$ cat src/rtl/gbs_pkg.sv
// ----------------------------------------------------------------------------
// gbs_pkg
// Shared types and constants of the greedy box suppression block.
// ----------------------------------------------------------------------------
`default_nettype none

package gbs_pkg;

    localparam int          MAX_BOXES_DEF = 64;
    localparam logic [15:0] IOU_THR_RESET = 16'd13107;

    typedef struct packed {
        logic [15:0]        score;
        logic signed [15:0] left;
        logic signed [15:0] top;
        logic signed [15:0] right;
        logic signed [15:0] bottom;
        logic [12:0]        tag;
    } t_entry;

    localparam int ENTRY_W = $bits(t_entry);

    typedef enum logic [1:0] {
        RD_LOW,
        RD_HOLE,
        RD_SEL,
        RD_IDX
    } t_rd_src;

    typedef struct packed {
        logic    load;
        t_rd_src rd_src;
        logic    hole_from_count;
        logic    hole_from_max;
        logic    set_ovf;
        logic    wr_shift;
        logic    wr_new;
        logic    sel_inc;
        logic    cap_a;
        logic    idx_inc;
        logic    iou_start;
        logic    iou_retire;
        logic    clear_set;
    } t_cmd;

    typedef struct packed {
        logic in_last;
        logic full;
        logic rd_ge;
        logic hole_zero;
        logic sel_end;
        logic sel_masked;
        logic idx_end;
        logic idx_masked;
        logic iou_done;
    } t_stat;

    typedef enum logic [3:0] {
        ST_IDLE,
        ST_CHK,
        ST_LOWCMP,
        ST_SH_RD,
        ST_SH_CMP,
        ST_SEL,
        ST_SEL_RD,
        ST_CMP_RD,
        ST_CMP_GO,
        ST_CMP_WAIT,
        ST_EMIT,
        ST_END
    } t_state;

endpackage

`default_nettype wire

$ cat src/rtl/gbs_ctrl.sv
// ----------------------------------------------------------------------------
// gbs_ctrl
// Controller: sorted insertion sequence, then the greedy suppression scan.
// ----------------------------------------------------------------------------
`default_nettype none

module gbs_ctrl
    import gbs_pkg::*;
(
    input  wire logic  i_clk,
    input  wire logic  i_rst_n,
    input  wire logic  i_in_valid,
    output logic       o_in_ready,
    output logic       o_out_valid,
    input  wire logic  i_out_ready,
    input  wire t_stat i_stat,
    output t_cmd       o_cmd
);

    t_state r_state, n_state;

    always_ff @(posedge i_clk) begin
        if (!i_rst_n) begin
            r_state <= ST_IDLE;
        end else begin
            r_state <= n_state;
        end
    end

    always_comb begin
        n_state     = r_state;
        o_cmd       = '0;
        o_cmd.rd_src = RD_HOLE;
        o_in_ready  = 1'b0;
        o_out_valid = 1'b0;
        case (r_state)
            ST_IDLE: begin
                o_in_ready = 1'b1;
                if (i_in_valid) begin
                    o_cmd.load = 1'b1;
                    n_state    = ST_CHK;
                end
            end
            ST_CHK: begin
                if (i_stat.full) begin
                    o_cmd.rd_src = RD_LOW;
                    n_state      = ST_LOWCMP;
                end else begin
                    o_cmd.hole_from_count = 1'b1;
                    n_state               = ST_SH_RD;
                end
            end
            ST_LOWCMP: begin
                o_cmd.set_ovf = 1'b1;
                if (i_stat.rd_ge) begin
                    // The new box does not beat the lowest one: it is dropped.
                    n_state = i_stat.in_last ? ST_SEL : ST_IDLE;
                end else begin
                    o_cmd.hole_from_max = 1'b1;
                    n_state             = ST_SH_RD;
                end
            end
            ST_SH_RD: begin
                if (i_stat.hole_zero) begin
                    o_cmd.wr_new = 1'b1;
                    n_state      = i_stat.in_last ? ST_SEL : ST_IDLE;
                end else begin
                    o_cmd.rd_src = RD_HOLE;
                    n_state      = ST_SH_CMP;
                end
            end
            ST_SH_CMP: begin
                if (i_stat.rd_ge) begin
                    o_cmd.wr_new = 1'b1;
                    n_state      = i_stat.in_last ? ST_SEL : ST_IDLE;
                end else begin
                    o_cmd.wr_shift = 1'b1;
                    n_state        = ST_SH_RD;
                end
            end
            ST_SEL: begin
                if (i_stat.sel_end) begin
                    n_state = ST_END;
                end else if (i_stat.sel_masked) begin
                    o_cmd.sel_inc = 1'b1;
                end else begin
                    o_cmd.rd_src = RD_SEL;
                    n_state      = ST_SEL_RD;
                end
            end
            ST_SEL_RD: begin
                o_cmd.cap_a = 1'b1;
                n_state     = ST_CMP_RD;
            end
            ST_CMP_RD: begin
                if (i_stat.idx_end) begin
                    n_state = ST_EMIT;
                end else if (i_stat.idx_masked) begin
                    o_cmd.idx_inc = 1'b1;
                end else begin
                    o_cmd.rd_src = RD_IDX;
                    n_state      = ST_CMP_GO;
                end
            end
            ST_CMP_GO: begin
                o_cmd.iou_start = 1'b1;
                n_state         = ST_CMP_WAIT;
            end
            ST_CMP_WAIT: begin
                if (i_stat.iou_done) begin
                    o_cmd.iou_retire = 1'b1;
                    n_state          = ST_CMP_RD;
                end
            end
            ST_EMIT: begin
                o_out_valid = 1'b1;
                if (i_out_ready) begin
                    o_cmd.sel_inc = 1'b1;
                    n_state       = ST_SEL;
                end
            end
            ST_END: begin
                o_cmd.clear_set = 1'b1;
                n_state         = ST_IDLE;
            end
            default: begin
                n_state = ST_IDLE;
            end
        endcase
    end

    a_emit_hold: assert property (@(posedge i_clk) disable iff (!i_rst_n)
        (o_out_valid && !i_out_ready) |=> (o_out_valid && $stable(r_state)))
        else $error("result withdrawn before it was taken");

endmodule

`default_nettype wire

$ cat config.mk
export PLATFORM = sky130hd
export DESIGN_NAME = gbs_ctrl
export DESIGN_NICKNAME = d
export VERILOG_FILES = /design/src/rtl/gbs_pkg.sv /design/src/rtl/gbs_ctrl.sv
export SDC_FILE = /design/constraint.sdc
export NUM_CORES = 1
export LEC_CHECK = 0
export ABC_AREA = 1
export ABC_CLOCK_PERIOD_IN_PS = 1500
export BUFFER_PORTS_ARGS = -buffer_cell sky130_fd_sc_hd__buf_2
export CELL_PAD_IN_SITES_DETAIL_PLACEMENT = 1
export CELL_PAD_IN_SITES_GLOBAL_PLACEMENT = 1
export CORE_ASPECT_RATIO = 0.8
export CORE_MARGIN = 2
export CORE_UTILIZATION = 25
export DETAILED_ROUTE_END_ITERATION = 8
export MAX_ROUTING_LAYER = met4
export PLACE_DENSITY_LB_ADDON = 0.15
export SLEW_MARGIN = 40
export SYNTH_ARGS = -nofsm -noshare
export SYNTH_HDL_FRONTEND = slang
export SYNTH_SLANG_ARGS = --single-unit
$ cat constraint.sdc
create_clock -name i_clk -period 1.5 [get_ports i_clk]
set_input_delay 0.375 -clock i_clk [delete_from_list [all_inputs] [get_ports i_clk]]
set_output_delay 0.375 -clock i_clk [all_outputs]
set_load 0.005 [all_outputs]
==> results of run 1 <==
how the worst max path moves through the flow:
stage | from | slack [ns] | end | cells after the start
after CTS | r_state[0] | -0.12 | o_cmd[5] | 7
after detailed placement | r_state[0] | -0.03 | o_cmd[5] | 7
after global routing | r_state[0] | -0.22 | o_cmd[1] | 6
after global placement | r_state[2] | 0.003 | o_cmd[5] | 7
final | r_state[0] | -0.15 | o_cmd[1] | 6
after floorplan | r_state[0] | 0.17 | o_cmd[5] | 6
critical path: stages, from the launching register on:
cell     delay, ns
dfxtp_4       0.40
inv_4         0.05
nor2_4        0.11
buf_6         0.13
nand2_2       0.09
nor2_2        0.11
buf_2         0.12
power groups by stage:
stage | Sequential [W] | Clock [W] | Combinational [W]
after detailed placement | 0.000165 | 0 | 0.000501
after CTS | 0.000188 | 0.000148 | 0.000591
after global placement | 0.000163 | 0 | 0.000486
after global routing | 0.000211 | 0.000167 | 0.000778
final | 0.000206 | 0.000153 | 0.000718
after floorplan | 0.000156 | 0 | 0.000285
logic make-up (layout without fill, tap and decap cells):
family / Yosys count / after routing / share of synthesized area (%)
buffers and inverters: 24 / 72 / 16.9
AND/OR/NAND/NOR: 75 / 75 / 58.5
AO/OA/AOI/OAI: 9 / 9 / 9.60
flip-flops: 4 / 4 / 15.0
per-layer routing:
layer,vias up,track usage [%],part of all wire (%)
met5,-,-,0
met4,0,7.32,3.6
met3,10,3.44,5.0
met2,31,34.0,51
met1,415,24.0,40
li1,443,-,-
per-stage QoR:
stage | instance area, sq um | std cells | setup slack, ns | hold slack (ns)
4_1_cts | 911 | 181 | -0.117 | 0.409
5_1_grt | 1030 | 184 | -0.218 | 0.429
6_report | 1030 | 184 | -0.145 | 0.400
3_5_place_dp | 757 | 171 | -0.0337 | 0.545
2_1_floorplan | 534 | 112 | 0.172 | 0.493
3_3_place_gp | 757 | 171 | 0.00336 | 0.529
placed cells by master (no fill, tap or decap):
cell type,instances
nor3_1,1
inv_1,15
o21ai_1,3
a21oi_1,3
nand3_2,1
nor2_4,9
buf_2,28
nand3_4,1
nor2_2,6
nand3_1,9
clkbuf_4,3
o21ai_0,1
inv_2,5
o21a_1,1
nor2_1,9
nand2_4,2
nand4_1,1
o21ai_2,1
dfxtp_4,4
inv_4,4
buf_4,13
buf_6,4
nand2_2,11
nand2_1,24
nor3_2,1
what timing repair did:
item,in CTS,in global routing
setup endpoints to repair,15,17
pin swaps,8,8
resized for setup,35,29
setup buffers,7,3
area by class of cell:
type	instances	area, sq um	area share [%]
Tap cell	24	30.0	2.92
Sequential cell	4	95.1	9.23
Clock buffer	3	22.5	2.19
Multi-Input combinational cell	84	499	48.5
Timing Repair Buffer	45	283	27.5
Inverter	24	100	9.72
==> reports/metrics.yaml, run 1 <==
r2r_setup_slack_ns: 0.09
start_util_pct: 27.5
cp.required_ns: 1.12
cts_hold_buffers: 0
grt-ovfl-total: 0
rows: 14
tightest_slew_ns: 0.263
synth_top_area_share_pct: 24.6
pwr-share-clk_pct: 14.2
hold_path_end: "r_state[2]"
largest_register: "r_state"
io_buffers: 28
ys.flop_type: "dfxtp_1"
firstDrtPassIters: 4
fin_crit_sh_pct: 110
r2r_start: "r_state[1]"
comb_power_share_pct: 66.6
area_delta_synth_final_pct: 92.7
synthMostInstantiatedCell: "nand2_1"
core-area_sq_um: 1940
power.density_nw_per_um2: 1050
finalNetCount: 175
syn_nets: 125
ir_drop_v: 0.000710
grtUsageTotal_pct: 19.9
grt_pass1_wl_mm: 3.62
r2r_end: "r_state[0]"
drive_gt1_share_pct: 58.1
vias_per_cell: 4.89
seq_area_frac_synth_pct: 15.0
ys_warn_count: 0
wl_per_cell_um: 14.9
maxCapViolCount: 0
antenna_found_initial: 0
cts_max_path_buffers: 2
cts_tree: "yes"
rsz0062_at_grt: "yes"
synth_cells: 112
crit_arrival_ns: 1.27
cp-end-kind: "primary output"
clock-sinks: 4
cts_made_buffers: 3
path_class: "flop to primary output"
cellLeakagePower_nw: 0.595
fin_skew_ns: 0.00934
synth_largest_area_cell: "nand2_1"
route.vias.total: 899
gp_congestion: 0.847
ant_nets: 0
grt_pass1_vias: 825
setup_viol: 15
power_w: 0.00108
grt_max_degree: 7
synth.area.top_cells: "nand2_1, inv_1, dfxtp_1"
report.final.slew_viol_count: 0
power_switching_w: 0.000531
drt-initial-drc-count: 11
ys_types: 14
crit_fanout: 6
max_freq_ghz: 0.608
wl_mm: 2.75
fillerInstances: 288
internal_power_w: 0.000547
status: "complete, but fails checks"
yosys-top-cells-count: "nand2_1, inv_1, nor2_1"
cp-start-kind: "flop"
diodes: 0
whs_path_depth: 3
p_sw_share_pct: 49.3
h-tree-depth: 1
clk_pin_slew_ns: 0.04
rr_worst_depth: 9
worstSkewPairLatency_ns: 0.26
place.detailed.hpwl_mm: 1.71
die_h_um: 45.3
top_regs: "r_state: 4 flops"
synthArstFlopShare_pct: 0
syn_avg_cell_area_sq_um: 4.77
die_width_um: 55.7
hold_violations: 0
cts_root_buf: "clkbuf_4"
synth-seq-cells: 4
hp-class: "primary input to flop"
max_slew_margin_pct: 82.3
violations: "negative setup slack"
synth_edf_count: 0
worstHoldStart: "i_rst_n"
syn-cell-area_sq_um: 534
fin_ws_ns: -0.145
setup_tns_ns: -0.822
drcViolationCount: 0
utilization_pct: 53.0
p_seq_share_pct: 19.1
num_io_pins: 29
die-area_sq_um: 2530
fin_crit_ns: 1.65
largest_register_ffs: 4
Power figures use the tool's default switching activity.
==> inputs of run 2 (changes only) <==
--- a/config.mk
+++ b/config.mk
@@ -7,7 +7,7 @@
 export LEC_CHECK = 0
 export ABC_AREA = 1
 export ABC_CLOCK_PERIOD_IN_PS = 1500
-export BUFFER_PORTS_ARGS = -buffer_cell sky130_fd_sc_hd__buf_2
+export BUFFER_PORTS_ARGS = -buffer_cell sky130_fd_sc_hd__buf_4
 export CELL_PAD_IN_SITES_DETAIL_PLACEMENT = 1
 export CELL_PAD_IN_SITES_GLOBAL_PLACEMENT = 1
 export CORE_ASPECT_RATIO = 0.8
==> run 2 against run 1 <==
The run still ends with negative setup slack left. Maximum frequency decreased by 5.9%. Non-clock buffer count down 2. Core utilization is 4.3 points higher. Flip-flop and latch count did not move. Sequential power down 5%. Via count increased by 3.8%. First-iteration DRC count grew 73%. Critical path depth unchanged. Combinational power grew 9.2%. Power increased by 5.8%. Die area unchanged.
==> reports/metrics.yaml, run 2 (synthesis gave the netlist of run 1 again) <==
status: "complete, but fails checks"
violations: "negative setup slack"
setup_viol: 14  # -1
r2r_setup_slack_ns: 0  # -0.09 ns
top_regs: "r_state: 4 flops"
die_h_um: 45.3  # unchanged
rr_worst_depth: 9  # unchanged
place.detailed.hpwl_mm: 1.90  # +11%
crit_arrival_ns: 1.37  # +0.10 ns
utilization_pct: 57.3  # +4.3 points
die-area_sq_um: 2530  # unchanged
path_class: "flop to primary output"
fin_crit_sh_pct: 116  # +6.8 points
layout_commonest_cell: "buf_4"
cellLeakagePower_nw: 0.634  # +6.5%
vias_per_cell: 5.13  # +4.9%
largest_register: "r_state"
largest_register_ffs: 4  # unchanged
num_io_pins: 29  # unchanged
clock-sinks: 4  # unchanged
start_util_pct: 27.5  # unchanged
cp.required_ns: 1.12  # about the same
cp-end-kind: "primary output"
hold_violations: 0  # unchanged
fillerInstances: 273  # -5.2%
firstDrtPassIters: 4  # unchanged
tightest_slew_ns: 0.286  # +0.0228 ns
rows: 14  # unchanged
power_w: 0.00114  # +5.8%
diodes: 0  # unchanged
drive_gt1_share_pct: 60.1  # +2.0 points
grt_pass1_wl_mm: 4.40  # +22%
cp-start-kind: "flop"
fin_skew_ns: 0.000401  # -0.00894 ns
io_buffers: 28  # unchanged
h-tree-depth: 1  # unchanged
drcViolationCount: 0  # unchanged
grt-ovfl-total: 0  # unchanged
maxCapViolCount: 0  # unchanged
wl_per_cell_um: 18.9  # +26%
max_slew_margin_pct: 80.9  # -1.4 points
worstSkewPairLatency_ns: 0.26  # about the same
fin_crit_ns: 1.75  # +0.102 ns
drt-initial-drc-count: 19  # +8
report.final.slew_viol_count: 0  # unchanged
hp-class: "primary input to flop"
route.vias.total: 933  # +3.8%
whs_path_depth: 3  # unchanged
antenna_found_initial: 0  # unchanged
cts_max_path_buffers: 2  # unchanged
finalNetCount: 173  # -1.1%
crit_fanout: 6  # unchanged
max_freq_ghz: 0.572  # -5.9%
cts_tree: "yes"
ir_drop_v: 0.000643  # -9.5%
fin_ws_ns: -0.247  # -0.102 ns
placed_area_sq_um: 835  # +10%
die_width_um: 55.7  # unchanged
wl_mm: 3.43  # +25%
grtUsageTotal_pct: 24.0  # +4.0 points
whs_ns: 0.391  # -0.00894 ns
cts_made_buffers: 3  # unchanged
grt_max_degree: 7  # unchanged
power.density_nw_per_um2: 1020  # -2.2%
most-common-layout-cells: "buf_4, nand2_1, inv_1"
ant_nets: 0  # unchanged
core-area_sq_um: 1940  # unchanged
area_delta_synth_final_pct: 108
cts_root_buf: "clkbuf_4"
fin_area_sq_um: 1110  # +8.1%
clk_pin_slew_ns: 0.04  # about the same
gp_congestion: 0.830  # -2.0%
grt_pass1_vias: 972  # +18%
rsz0062_at_grt: "yes"
## run 2: cell types whose count changed in the layout (fill, tap and decap cells not counted), moves of 3 or more
cell,delta
buf_2,-28
buf_4,+22
buf_6,+4
inv_2,+3
nand2_2,-3
## run 2: layout make-up
class                   count  area [sq um]  area share, %
clock buffers               3          22.5           2.02
repair buffers             43           353           31.7
multi-input cells          84           518           46.5
inverters                  24          95.1           8.54
flip-flops and latches      4          95.1           8.54
well taps                  24          30.0           2.70
## run 2: power breakdown
part | internal [W] | switching [W] | leakage [nW]
logic | 0.000338 | 0.000446 | 0.584
clock network | 0.0000911 | 0.0000681 | 0.0138
registers | 0.000140 | 0.0000567 | 0.0356
## run 2: layer usage
| metal | track usage (%) | part of all wire (%) |
|---|---|---|
| met3 | 6.88 | 5.1 |
| met2 | 46.7 | 53 |
| met1 | 23.3 | 38 |
| met4 | 8.29 | 3.6 |
| met5 | - | 0 |
## run 2: stage by stage
stage          instances  TNS, ns  setup slack (ns)
2_1_floorplan        112        0             0.172
3_3_place_gp         172  -0.0106           -0.0106
3_5_place_dp         172  -0.0932           -0.0565
4_1_cts              181    -1.44            -0.123
5_1_grt              182    -3.38            -0.310
6_report             182    -2.35            -0.247
## run 2: path summary, 6_finish.rpt
path                                 start          to
worst min register to register  r_state[1]  r_state[1]
worst max-delay path            r_state[0]    o_cmd[1]
worst max register to register  r_state[0]  r_state[0]
worst min-delay path               i_rst_n  r_state[3]
## run 2: timing repair
action | CTS | global route
resized for setup | 31 | 40
hold buffers | 0 | 0
endpoints found under the hold margin | 0 | 0
setup buffers | 6 | 3
pin swaps | 7 | 11
setup endpoints to repair | 19 | 20
## run 2: worst max-delay path: stages, from the launching register on
cell     delay, ns
dfxtp_4       0.39
inv_4         0.05
nor2_4        0.13
buf_4         0.15
nand2_2       0.09
nor2_1        0.15
buf_4         0.14
